--- config.mk ---
export PLATFORM = sky130hd
export DESIGN_NAME = counting_semaphore_fifo_waiters_unit
export DESIGN_NICKNAME = d
export VERILOG_FILES = /design/src/rtl/csfw_pkg.sv /design/src/rtl/csfw_queue.sv /design/src/rtl/counting_semaphore_fifo_waiters_unit.sv
export SDC_FILE = /design/constraint.sdc
export NUM_CORES = 1
export LEC_CHECK = 0
export ABC_AREA = 0
export BUFFER_PORTS_ARGS = -buffer_cell sky130_fd_sc_hd__buf_2
export CORE_MARGIN = 8
export CORE_UTILIZATION = 30
export DETAILED_ROUTE_END_ITERATION = 12
export GPL_TIMING_DRIVEN = 0
export MAX_ROUTING_LAYER = met4
export PLACE_DENSITY = 0.52
export SLEW_MARGIN = 20
export SYNTH_ARGS = -nofsm -noshare
export SYNTH_HDL_FRONTEND = slang
export SYNTH_SLANG_ARGS = --single-unit
--- constraint.sdc ---
create_clock -name clock -period 3.3 [get_ports clock]
set_input_delay 0.66 -clock clock [delete_from_list [all_inputs] [get_ports clock]]
set_output_delay 0.66 -clock clock [all_outputs]
set_load 0.02 [all_outputs]
--- src/rtl/csfw_pkg.sv ---
// ----------------------------------------------------------------------------
// csfw_pkg
// Request kinds, result codes and the command/status bundles shared between
// the semaphore control and its waiter queue.
// ----------------------------------------------------------------------------
package csfw_pkg;

   localparam int ID_W     = 4;
   localparam int NUM_IDS  = 1 << ID_W;
   localparam int STATUS_W = 3;
   localparam int COUNT_W  = 16;   // width of the reported count
   localparam int WAITERS_W = 5;   // width of the reported queue length

   typedef enum logic [1:0] {
      REQ_POST   = 2'd0,
      REQ_WAIT   = 2'd1,
      REQ_TRY    = 2'd2,
      REQ_CANCEL = 2'd3
   } req_kind_type;

   typedef enum logic [STATUS_W-1:0] {
      ST_GRANTED   = 3'd0,
      ST_QUEUED    = 3'd1,
      ST_REFUSED   = 3'd2,
      ST_REMOVED   = 3'd3,
      ST_RELEASED  = 3'd4,
      ST_FULL      = 3'd5,
      ST_SATURATED = 3'd6,
      ST_DUPLICATE = 3'd7
   } status_type;

   typedef struct packed {
      logic push;     // append id at the tail
      logic pop;      // drop the head
      logic cancel;   // drop id wherever it sits
   } q_cmd_type;

   typedef struct packed {
      logic            empty;
      logic            full;
      logic            hit;      // id is currently queued
      logic [ID_W-1:0] head_id;
   } q_stat_type;

endpackage

--- src/rtl/csfw_queue.sv ---
// ----------------------------------------------------------------------------
// csfw_queue
// Ordered waiter queue: tail append, head pop and removal from any position
// with compaction toward the head. A membership bitmap
// over the id space answers duplicate and cancel lookups.
// ----------------------------------------------------------------------------
module csfw_queue #(
   parameter int MAX_WAITERS = 16,
   localparam int OccW = $clog2(MAX_WAITERS + 1)
) (
   input  logic                          clock,
   input  logic                          reset,
   input  csfw_pkg::q_cmd_type           cmd,
   input  logic [csfw_pkg::ID_W-1:0]     id,
   output csfw_pkg::q_stat_type          stat,
   output logic [OccW-1:0]               occ_next
);

   logic [csfw_pkg::ID_W-1:0]    slot_ff [MAX_WAITERS];
   logic [csfw_pkg::ID_W-1:0]    slot_in [MAX_WAITERS];
   logic [OccW-1:0]              occ_ff;
   logic [OccW-1:0]              occ_in;
   logic [csfw_pkg::NUM_IDS-1:0] member_ff;
   logic [csfw_pkg::NUM_IDS-1:0] member_in;

   logic [MAX_WAITERS-1:0] live;
   logic [MAX_WAITERS-1:0] rm_vec;
   logic [MAX_WAITERS-1:0] shift;
   logic [MAX_WAITERS-1:0] tail;
   logic                   do_rm;
   logic                   do_push;

   assign stat.empty   = (occ_ff == '0);
   assign stat.full    = (occ_ff == OccW'(MAX_WAITERS));
   assign stat.hit     = member_ff[id];
   assign stat.head_id = slot_ff[0];

   assign do_push = cmd.push & ~stat.full;
   assign do_rm   = (cmd.pop & ~stat.empty) | (cmd.cancel & stat.hit);

   for (genvar i = 0; i < MAX_WAITERS; i++) begin : g_slot
      assign live[i]   = (OccW'(i) < occ_ff);
      assign tail[i]   = (OccW'(i) == occ_ff);
      // ids in the queue are unique, so at most one live slot matches
      if (i == 0) begin : g_head
         assign rm_vec[i] = cmd.pop | (cmd.cancel & live[i] & (slot_ff[i] == id));
      end else begin : g_body
         assign rm_vec[i] = ~cmd.pop & cmd.cancel & live[i] & (slot_ff[i] == id);
      end
      // every slot at or behind the removed one takes its younger neighbor
      assign shift[i] = do_rm & (|rm_vec[i:0]);

      if (i < MAX_WAITERS - 1) begin : g_mid
         always_comb begin
            if (shift[i]) begin
               slot_in[i] = slot_ff[i + 1];
            end else if (do_push && tail[i]) begin
               slot_in[i] = id;
            end else begin
               slot_in[i] = slot_ff[i];
            end
         end
      end else begin : g_last
         always_comb begin
            if (do_push && tail[i]) begin
               slot_in[i] = id;
            end else begin
               slot_in[i] = slot_ff[i];
            end
         end
      end
   end

   always_comb begin
      member_in = member_ff;
      occ_in    = occ_ff;
      if (do_push) begin
         member_in[id] = 1'b1;
         occ_in        = occ_ff + OccW'(1);
      end else if (do_rm) begin
         if (cmd.pop) begin
            member_in[slot_ff[0]] = 1'b0;
         end else begin
            member_in[id] = 1'b0;
         end
         occ_in = occ_ff - OccW'(1);
      end
   end

   assign occ_next = occ_in;

   always_ff @(posedge clock) begin
      if (reset) begin
         occ_ff    <= '0;
         member_ff <= '0;
      end else begin
         occ_ff    <= occ_in;
         member_ff <= member_in;
      end
   end

   always_ff @(posedge clock) begin
      slot_ff <= slot_in;
   end

endmodule

--- src/rtl/counting_semaphore_fifo_waiters_unit.sv ---
// ----------------------------------------------------------------------------
// counting_semaphore_fifo_waiters_unit
// Counting semaphore with a first-in first-out queue of waiter ids.
// ----------------------------------------------------------------------------
// A request (post, wait, try-wait, cancel) is taken whenever start is high
// and busy is low; busy is only high during reset and the cycle after it,
// so one request can be issued every clock. Each request yields exactly one
// response: the request is first captured in the request register, then the
// count, the queue and the response register update together from it, and
// rsp_valid is high for a single cycle for each response. The receiver
// cannot stall and must take each response when rsp_valid is high.
// ----------------------------------------------------------------------------
module counting_semaphore_fifo_waiters_unit #(
   parameter int MAX_WAITERS = 16,
   parameter int COUNT_BITS  = 16
) (
   input  logic                                clock,
   input  logic                                reset,
   input  logic                                start,
   output logic                                busy,
   input  logic [1:0]                          req_type,
   input  logic [csfw_pkg::ID_W-1:0]           req_waiter_id,
   output logic                                rsp_valid,
   output logic [csfw_pkg::STATUS_W-1:0]       rsp_status,
   output logic                                rsp_woken_valid,
   output logic [csfw_pkg::ID_W-1:0]           rsp_woken_id,
   output logic [csfw_pkg::COUNT_W-1:0]        rsp_count_now,
   output logic [csfw_pkg::WAITERS_W-1:0]      rsp_waiters_now
);

   localparam int OccW = $clog2(MAX_WAITERS + 1);

   logic                        busy_ff;
   logic                        req_valid_ff;
   csfw_pkg::req_kind_type      req_kind_ff;
   logic [csfw_pkg::ID_W-1:0]   req_id_ff;

   logic [COUNT_BITS-1:0]       cnt_ff;
   logic [COUNT_BITS-1:0]       cnt_in;

   csfw_pkg::q_cmd_type         q_cmd;
   csfw_pkg::q_stat_type        q_stat;
   logic [OccW-1:0]             occ_next;

   csfw_pkg::status_type        status_in;
   logic                        woken_in;
   logic [csfw_pkg::ID_W-1:0]   woken_id_in;
   logic                        fast;

   logic                        rsp_valid_ff;
   csfw_pkg::status_type        rsp_status_ff;
   logic                        rsp_woken_ff;
   logic [csfw_pkg::ID_W-1:0]   rsp_woken_id_ff;
   logic [csfw_pkg::COUNT_W-1:0] rsp_count_ff;
   logic [csfw_pkg::WAITERS_W-1:0] rsp_waiters_ff;

   assign busy = busy_ff;

   // request register
   always_ff @(posedge clock) begin
      if (reset) begin
         busy_ff      <= 1'b1;
         req_valid_ff <= 1'b0;
      end else begin
         busy_ff      <= 1'b0;
         req_valid_ff <= start & ~busy_ff;
      end
   end

   always_ff @(posedge clock) begin
      req_kind_ff <= csfw_pkg::req_kind_type'(req_type);
      req_id_ff   <= req_waiter_id;
   end

   csfw_queue #(
      .MAX_WAITERS (MAX_WAITERS)
   ) u_queue (
      .clock    (clock),
      .reset    (reset),
      .cmd      (q_cmd),
      .id       (req_id_ff),
      .stat     (q_stat),
      .occ_next (occ_next)
   );

   assign fast = q_stat.empty & (cnt_ff != '0);

   always_comb begin
      q_cmd       = '0;
      cnt_in      = cnt_ff;
      status_in   = csfw_pkg::ST_GRANTED;
      woken_in    = 1'b0;
      woken_id_in = '0;
      if (req_valid_ff) begin
         case (req_kind_ff)
            csfw_pkg::REQ_POST: begin
               if (!q_stat.empty) begin
                  q_cmd.pop   = 1'b1;
                  woken_in    = 1'b1;
                  woken_id_in = q_stat.head_id;
               end else if (cnt_ff == '1) begin
                  status_in = csfw_pkg::ST_SATURATED;
               end else begin
                  cnt_in = cnt_ff + COUNT_BITS'(1);
               end
            end
            csfw_pkg::REQ_WAIT: begin
               if (q_stat.hit) begin
                  status_in = csfw_pkg::ST_DUPLICATE;
               end else if (fast) begin
                  cnt_in = cnt_ff - COUNT_BITS'(1);
               end else if (q_stat.full) begin
                  status_in = csfw_pkg::ST_FULL;
               end else begin
                  q_cmd.push = 1'b1;
                  status_in  = csfw_pkg::ST_QUEUED;
               end
            end
            csfw_pkg::REQ_TRY: begin
               if (fast) begin
                  cnt_in = cnt_ff - COUNT_BITS'(1);
               end else begin
                  status_in = csfw_pkg::ST_REFUSED;
               end
            end
            csfw_pkg::REQ_CANCEL: begin
               if (q_stat.hit) begin
                  q_cmd.cancel = 1'b1;
                  status_in    = csfw_pkg::ST_REMOVED;
               end else begin
                  status_in = csfw_pkg::ST_RELEASED;
               end
            end
            default: begin
               status_in = csfw_pkg::ST_GRANTED;
            end
         endcase
      end
   end

   always_ff @(posedge clock) begin
      if (reset) begin
         cnt_ff       <= '0;
         rsp_valid_ff <= 1'b0;
      end else begin
         cnt_ff       <= cnt_in;
         rsp_valid_ff <= req_valid_ff;
      end
   end

   always_ff @(posedge clock) begin
      rsp_status_ff   <= status_in;
      rsp_woken_ff    <= woken_in;
      rsp_woken_id_ff <= woken_id_in;
      rsp_count_ff    <= csfw_pkg::COUNT_W'(cnt_in);
      rsp_waiters_ff  <= csfw_pkg::WAITERS_W'(occ_next);
   end

   assign rsp_valid       = rsp_valid_ff;
   assign rsp_status      = rsp_status_ff;
   assign rsp_woken_valid = rsp_woken_ff;
   assign rsp_woken_id    = rsp_woken_id_ff;
   assign rsp_count_now   = rsp_count_ff;
   assign rsp_waiters_now = rsp_waiters_ff;

endmodule

After elaboration in Yosys (flattened, before gate mapping)

Cells that the tools add are included.

RAM bits: 0
Output and inout bits: 31
Memories kept: 0
ROM bits: 0
Flip-flop bits (word level): 139
Bits in latches: 0

Order comparisons: 19
$mul: 0
Divide/modulo/power cells: 0
Multiplexer cells: 65
Shift operators: 0
Reduce and logical (&&, ||, !) cells: 52
Eq/ne operators: 35
Add/sub/neg operators: 4
Bitwise operators: 64

Operators with widths:

| cell                    | count |
|---|---|
| $mux W16                | 8 |
| $mux W4                 | 30 |
| $eq A4 B4 Y1            | 15 |
| $and A1 B1 Y1           | 51 |
| $pmux W16 S3            | 1 |
| $eq A4 B5 Y1 const A    | 8 |
| $lt A4 B5 Y1 const A    | 7 |
| $and A16 B16 Y16        | 2 |
| $not A16 Y16            | 2 |
| $reduce_bool A2 Y1      | 16 |
| $mux W3                 | 7 |
| $eq A3 B5 Y1 const A    | 4 |
| $lt A3 B5 Y1 const A    | 4 |
| $logic_and A1 B1 Y1     | 18 |
| $add A16 B1 Y16 const B | 1 |
| $eq A16 B16 Y1 const B  | 1 |
| $or A16 B16 Y16         | 1 |
| $reduce_bool A16 Y1     | 1 |
| $sub A16 B1 Y16 const B | 1 |
| $reduce_or A15 Y1       | 1 |
| $reduce_or A14 Y1       | 1 |
| $reduce_or A13 Y1       | 1 |
| $mux W1                 | 12 |
| $pmux W3 S4             | 1 |
| 30 further kinds        | 45 |

Longest topological paths before layout

Gate-level depths: netlist of run 1.

Depth in word-level cells: 13
Depth in mapped cells: 12
Depth with buffers taken out: 9

Modules after synthesis

A second synthesis of run 1 with hierarchy kept.

Cells, all modules: 782
Area, all modules: 7,913.8 sq um

By module, submodules not included:

| module                               | cells each | instances | area each (sq um) | sequential area each (sq um) |
|---|---|---|---|---|
| csfw_queue                           | 483        | 1         | 5,381.4           | 2,342.2 |
| counting_semaphore_fifo_waiters_unit | 299        | 1         | 2,532.4           | 1,081.0 |

Worst setup path after synthesis of run 1

OpenSTA, ideal clock, no wires.

Path type: reg-to-reg
Start: reg u_queue.occ_ff[1]
End: reg u_queue.slot_ff[4] (netlist bit), data pin
Data required time: 3.040 ns
Cell stages (with the launch flop): 13
Buffers on the path: 3
Period minus slack after synthesis: 2.995 ns
Path slack: 0.305 ns
Arrival time: 2.735 ns
Cell sequence: dfxtp_1 clkbuf_1 inv_1 ha_1 or4b_4 nand3_1 inv_2 nor2_1 a41o_1 buf_2 and2_1 buf_2 mux2_2

RTL lines:

| element                | line              | RTL |
|---|---|---|
| from (decl)            | csfw_queue.sv:21  | `logic [OccW-1:0] occ_ff;` |
| from (signal assigned) | csfw_queue.sv:97  | `occ_ff <= occ_in;` |
| to (signal assigned)   | csfw_queue.sv:103 | `slot_ff <= slot_in;` |
| to (decl)              | csfw_queue.sv:19  | `logic [csfw_pkg::ID_W-1:0] slot_ff [MAX_WAITERS];` |

Final worst setup path of run 1

Start: reg u_queue.occ_ff[0]
End: reg cnt_ff[11]

Word-level cells in the longest chain between the ends: 6

RTL lines:

| element              | line                                                                                     | RTL |
|---|---|---|
| $logic_not A5 Y1 (*) | csfw_queue.sv:33                                                                         | `assign stat.empty = (occ_ff == '0);` |
| $and A1 B1 Y1        | counting_semaphore_fifo_waiters_unit.sv:86                                               | `assign fast = q_stat.empty & (cnt_ff != '0);` |
| $mux W16             | counting_semaphore_fifo_waiters_unit.sv:110, counting_semaphore_fifo_waiters_unit.sv:120 |  |
| $mux W16             | counting_semaphore_fifo_waiters_unit.sv:108                                              | `if (q_stat.hit) begin` |
| $pmux W16 S3 (*)     | counting_semaphore_fifo_waiters_unit.sv:95                                               | `case (req_kind_ff)` |
| $mux W16 (*)         | counting_semaphore_fifo_waiters_unit.sv:94                                               | `if (req_valid_ff) begin` |
| to (signal assigned) | counting_semaphore_fifo_waiters_unit.sv:146                                              | `cnt_ff <= cnt_in;` |
| to (decl)            | counting_semaphore_fifo_waiters_unit.sv:38                                               | `logic [COUNT_BITS-1:0] cnt_ff;` |

Mark *: on every way between the ends. The rest lies on a longest branch, timed or not.
A chain may end at the register's enable or synchronous reset.

==> impl_metrics.ini, run 1 <==
[status]
run_status = complete, no violations

[timing]
relSlewSlack = 0.419
hold_viol = 0
slew_viol_final = 0
fmax_ghz = 0.316
holdWs_ns = 0.332
worst_slack_ns = 0.133
finalCritPeriodShare = 0.960
setup_violations = 0
period_needed_ns = 3.17
max_slew.worst_pin.slew_ns = 0.872
clock_skew_ns = 0.0121

[grt]
grt_use_met1 = 0.196
grt_util_met3 = 0.0306
antenna_found_initial = 0
grt_pass1_vias = 6317
grt_max_degree = 17
track_usage = 0.157
grt_util_met2 = 0.254
grt.busiest_layer = met2
grt_remaining_overflow = 0
grt_first_pass_wirelength_mm = 37.1

[critical_path]
critPathMaxFanout = 12
crit_required_ns = 3.62
cp_top_family = simple AND/OR/NAND/NOR gates
setup.worst_path.class = reg2reg
crit_chain = inv_2 -> ha_4 -> or4b_4 -> buf_2 -> nor3_2 -> nand2b_1 -> o41ai_1 -> o221ai_1 -> a41oi_2 -> mux2_2
crit_path_max_incr_delay_ns = 0.51
crit_slowest_cell = or4b_4
cp-start-kind = register
crit_buf_inv = 2
worstSetupEndpointType = register
arrival_ns = 3.49

[synthesis]
synth_top_family_by_area = simple AND/OR/NAND/NOR gates
synth_top_area_cell = edfxtp_1
synth_xor_area_frac = 0.0781
async_flop_share = 0
ys_ff_latch = 139
synth_mux_area_frac = 0.100
synth.most_common_cell = dfxtp_1
synthTopCellsByArea = edfxtp_1 (24%), dfxtp_1 (19%), mux2_2 (8.9%), xnor2_1 (5.5%), nor2_1 (2.6%)
synth-edff-count = 64
syn_area_sq_mm = 0.00785
synth-compound-area-share = 0.150
seq_area_frac_synth = 0.436
synthSimpleGateAreaFrac = 0.185
synthFlopType = dfxtp_1
synth_fa_ha_area_frac = 0.0128
syn_area_per_cell_sq_um = 9.93
synthTopCellsByCount = dfxtp_1 (75), edfxtp_1 (64), mux2_2 (62)
netlist_instances = 790
syn_nets = 807
synth_cell_type_count = 77
synth_top_area_frac = 0.245
ys.warnings.count = 0

[clock_network]
clk_latency_ns = 0.43
cts_made_buffers = 17
htree_levels = 4
clock-sinks = 139
cts_tree = yes
ctsRootBufferMaster = clkbuf_16
cts_buffer_depth = 2
clk_pin_slew_ns = 0.07

[layout]
nets = 865
antenna_cells = 0
regArea_sq_mm = 0.00343
fillerInstances = 2643
final_cells = 1196
drive_gt1_frac = 0.236
multi_input_area_sq_mm = 0.00424
area_delta_synth_final_pct = 17.3

[pwr]
peakVddDrop_mv = 0.239
total_power_mw = 4.59
power_density_mw_per_mm2 = 498
leakage_nw = 3.28

[detailed_routing]
vias = 6454
totalWireLength_mm = 23.8
via_per_inst = 5.40
avgRoutedWirePerCell_um = 19.9
drc = 0
drt_first_pass_iters = 6
drt-initial-drc-count = 403
ant_nets = 0

[min_path]
hold_path.class = in2reg

[place]
placed_cells = 1164
place_ws_ns = -0.598
place_congestion = 0.894
dp_hpwl_mm = 17.3
port_buffers = 39

[die]
initial_utilization = 0.304
dieHeight_um = 178
num_io_pins = 40
core_area_sq_mm = 0.0258
die_width_um = 178
dieArea_sq_mm = 0.0316
rows = 59

[run]
drv_cap = 0
==> power by group <==
group	internal, mW	switching [mW]	total [mW]
combinational	0.253	0.448	0.701
clock	1.17	0.826	2.00
sequential	1.84	0.0407	1.89
==> through the flow <==
step,setup TNS (ns),util,instance area (sq um)
after floorplan,0,-,7850
after global placement,-27.87,0.327,8460
after detailed placement,-27.49,0.327,8460
after CTS,0,0.353,9110
after global routing,-0.0135,0.356,9200
final,0,0.356,9200
==> per-layer routing <==
metal,share of wire,wire (um)
met3,0.053,1270
met1,0.45,10600
met5,0,0
met4,0.018,437
met2,0.48,11500
==> final timing paths <==
path	from	to	slack, ns	cells past startpoint
setup reg to reg	u_queue.occ_ff[0]	cnt_ff[11]	0.13	10
hold / removal	req_waiter_id[3]	req_id_ff[3]	0.33	1
hold reg to reg	busy	req_valid_ff	0.42	1
setup / recovery	u_queue.occ_ff[0]	cnt_ff[11]	0.13	10
==> area by class of cell <==
class	count	area share
buffer	55	0.0276
clock buffer	18	0.0490
clock inverter	14	0.0169
inverter	11	0.00449
multi-input combinational	582	0.460
sequential	139	0.372
tap	335	0.0456
timing repair buffer	42	0.0237
==> registers in the layout, summed over array words and instances, names as in the netlist, 5 cells and up <==
register	cells
u_queue.member_ff	16
u_queue.slot_ff	60
cnt_ff	16
u_queue.occ_ff	5
rsp_count_now	16
rsp_waiters_now	5
==> worst register-to-register path, cell delays in order, from the launching register on <==
cell and delay (ns):
dfxtp_2 0.40, inv_2 0.13, ha_4 0.20, or4b_4 0.51, buf_2 0.22, nor3_2 0.25, nand2b_1 0.16, o41ai_1 0.34
o221ai_1 0.22, a41oi_2 0.26, mux2_2 0.36
==> layout by cell type (no fill, tap or decap), types with 7 or more instances in the layout <==
master	Yosys	routed
and2_1	10	10
nor2_1	55	54
a21oi_1	35	35
nand2b_1	14	14
mux2_2	62	62
a22oi_1	7	7
nor2b_1	26	26
nand2_1	50	50
buf_2	17	52
xnor2_1	49	49
o21ai_0	32	26
clkbuf_1	35	31
nand3_1	26	25
ha_1	8	7
clkbuf_16	0	18
or3_1	8	8
inv_1	10	8
nand4_1	16	16
o21ai_1	2	8
nor4_1	11	9
dfxtp_1	75	72
buf_4	2	7
edfxtp_1	64	64
a31oi_1	10	9
a21o_1	10	10
nor3_1	25	23
xor2_1	21	21
==> repair_timing <==
| action | 4_1_cts | 5_1_grt |
|---|---|---|
| endpoints found under the setup margin | 119 | 58 |
| gates cloned | 0 | 0 |
| setup buffers | 0 | 3 |
| pin swaps | 0 | 2 |
| hold buffers | 0 | 0 |
| gates resized for setup | 15 | 20 |
==> logic make-up after synthesis <==
logic type               Yosys count
flip-flops                       139
AND/OR/NAND/NOR                  271
XOR/XNOR                          70
multiplexers                      66
buffers and inverters             69
adder cells (fa/ha/maj)            8
AO/OA/AOI/OAI                    167
No activity file was read; power rests on OpenSTA's default activity.
==> run 2, diff against run 1 <==
Settings changed: CORE_ASPECT_RATIO set to 2, PLACE_DENSITY 0.52 to 0.43, SYNTH_HIERARCHICAL set to 1.
==> impl_metrics.ini, run 2 <==
[status]
run_status = finished, violations left
violations = setup timing

[clock_network]
cts_made_buffers = 17
clk_latency_ns = 0.45
cts_tree = yes
htree_levels = 4
clock-sinks = 139
cts_buffer_depth = 2
ctsRootBufferMaster = clkbuf_16
clk_pin_slew_ns = 0.06
hold_buffers = 0

[detailed_routing]
drc = 0
vias = 6746
drt-initial-drc-count = 305
avgRoutedWirePerCell_um = 24.3
drt_first_pass_iters = 4
totalWireLength_mm = 30.2
ant_nets = 0
via_per_inst = 5.43

[timing]
relSlewSlack = 0.336
period_needed_ns = 3.32
rsz0062_at_grt = yes
max_slew.worst_pin.slew_ns = 0.983
hold_viol = 0
setup_violations = 3
clock_skew_ns = 0.0115
holdWs_ns = 0.313
slew_viol_final = 0
fmax_ghz = 0.301
finalCritPeriodShare = 1.01
worst_slack_ns = -0.0176
setup_tns_ns = -0.0310

[critical_path]
crit_path_max_incr_delay_ns = 0.58
critPathLaunch = req_id_ff[0]
cp-start-kind = register
worstSetupEndpointType = register
crit_required_ns = 3.49
critPathMaxFanout = 5
setup.worst_path.class = reg2reg
r2r-start = req_id_ff[0]
crit_chain = mux4_2 -> a21boi_4 -> a21oi_4 -> nand2_2 -> nor2_4 -> inv_2 -> nor2_4 -> nand4_1 -> nand4_1 -> buf_6 -> o41ai_4 -> nand2_2 -> mux2_4
crit_slowest_cell = mux4_2
arrival_ns = 3.51

[grt]
grt_first_pass_wirelength_mm = 44.3
antenna_found_initial = 0
grt_max_degree = 17
grt_pass1_vias = 7217
track_usage = 0.197
grt_remaining_overflow = 0

[synthesis]
syn_area_sq_mm = 0.00791
synthTopCellsByCount = dfxtp_1 (75), edfxtp_1 (64), mux2_2 (61)
synthFlopType = dfxtp_1
seq_area_frac_synth = 0.433
synth_cell_type_count = 83
async_flop_share = 0
synth-edff-count = 64
synth.most_common_cell = dfxtp_1
synthTopCellsByArea = edfxtp_1 (24%), dfxtp_1 (19%), mux2_2 (8.7%), xor2_1 (4.5%), xnor2_1 (2.8%)
netlist_instances = 782
ys.warnings.count = 6
ys_ff_latch = 139
synth_top_area_frac = 0.243
syn_area_per_cell_sq_um = 10.1
synth_top_area_cell = edfxtp_1
syn_nets = 799

[min_path]
hold_path.class = in2reg
hold_start = req_waiter_id[1]

[layout]
drive_gt1_frac = 0.344
layout_common_cells = dfxtp_1 (68), edfxtp_1 (64), mux2_2 (52), buf_4 (50), nand2_1 (46)
layout_commonest_cell = dfxtp_1
area_delta_synth_final_pct = 28.1
regMostFlops = u_queue/slot_ff
largest_reg_flops = 60
antenna_cells = 0
fillerInstances = 2622
nets = 903

[die]
core_area_sq_mm = 0.0262
num_io_pins = 40
dieHeight_um = 246
rows = 84
initial_utilization = 0.302
die_width_um = 131
dieArea_sq_mm = 0.0321

[pwr]
leakage_nw = 3.78
power_density_mw_per_mm2 = 415
peakVddDrop_mv = 0.350

[place]
dp_hpwl_mm = 23.1
place_congestion = 0.947
port_buffers = 39

[run]
drv_cap = 0
[run 2: changes by cell type after synthesis, sizes merged, moves of 8 or more]
cell,previous run,this run
nor3,27,11
nor2,57,42
a211oi,6,15
xnor2,49,25
nor2b,26,11
xor2,21,41
and2,10,26
o22ai,5,18
a21oi,37,25
o21ai,35,27
[run 2: cell type report]
| class | count | area (sq um) | area share |
|---|---|---|---|
| Clock inverter | 11 | 116 | 0.0115 |
| Timing Repair Buffer | 92 | 669 | 0.0660 |
| Buffer | 51 | 309 | 0.0305 |
| Inverter | 14 | 67.6 | 0.00667 |
| Clock buffer | 21 | 472 | 0.0465 |
| Sequential cell | 139 | 3440 | 0.339 |
| Multi-Input combinational cell | 571 | 4630 | 0.457 |
| Tap cell | 344 | 430 | 0.0425 |
[run 2: power breakdown]
part	internal, mW	switching (mW)
Sequential	1.82	0.0182
Clock	1.17	0.765
Combinational	0.174	0.259
[run 2: layer usage]
metal | GRT usage | share of wire | vias to the layer above
li1 | - | - | 3130
met1 | 0.149 | 0.31 | 3324
met2 | 0.393 | 0.60 | 188
met3 | 0.0317 | 0.027 | 104
met4 | 0.146 | 0.067 | 0
met5 | - | 0 | -
[run 2: through the flow]
step / power [mW] / setup WS (ns) / utilization / cells / instance area (sq um)
6_report: 4.20 / -0.0176 / 0.387 / 1243 / 10100
5_1_grt: 4.35 / -0.122 / 0.387 / 1243 / 10100
4_1_cts: 4.25 / -0.115 / 0.377 / 1231 / 9880
3_5_place_dp: 2.24 / -1.38 / 0.330 / 1165 / 8630
3_3_place_gp: 2.24 / -1.53 / 0.329 / 1165 / 8620
2_1_floorplan: 2.11 / -0.00685 / - / 782 / 8000
[run 2: cells by family (layout without fill, tap and decap cells)]
| kind of cell | count (synthesis) | count (layout) | synth area share |
|---|---|---|---|
| DFF | 139 | 139 | 0.433 |
| adders and majority gates | 8 | 8 | 0.0126 |
| xor gates and xnor gates | 66 | 66 | 0.0730 |
| and+or+nand+nor | 267 | 267 | 0.185 |
| buffers and inverters | 72 | 189 | 0.0446 |
| muxes | 67 | 67 | 0.101 |
| AOI/OAI and AO/OA | 163 | 163 | 0.152 |
[run 2: final timing paths]
check,endpoint,slack [ns],cells after the start
max,u_queue/slot_ff[13],-0.02,13
min,req_id_ff[1],0.31,1
max reg2reg,u_queue/slot_ff[13],-0.02,13
min reg2reg,req_valid_ff,0.42,1
[run 2: worst max-delay path: cells and delay by family (launching register included)]
family | cells | cell delay [ns]
AOI/OAI and AO/OA | 3 | 0.69
buffers and inverters | 2 | 0.26
DFF | 1 | 0.42
muxes | 2 | 0.92
and+or+nand+nor | 6 | 0.76
[run 2: timing repair]
| item | CTS | global route |
|---|---|---|
| resized for setup | 89 | 46 |
| setup buffers | 36 | 16 |
| pin swaps | 22 | 10 |
| setup endpoints to repair | 167 | 115 |
| gates cloned | 0 | 1 |
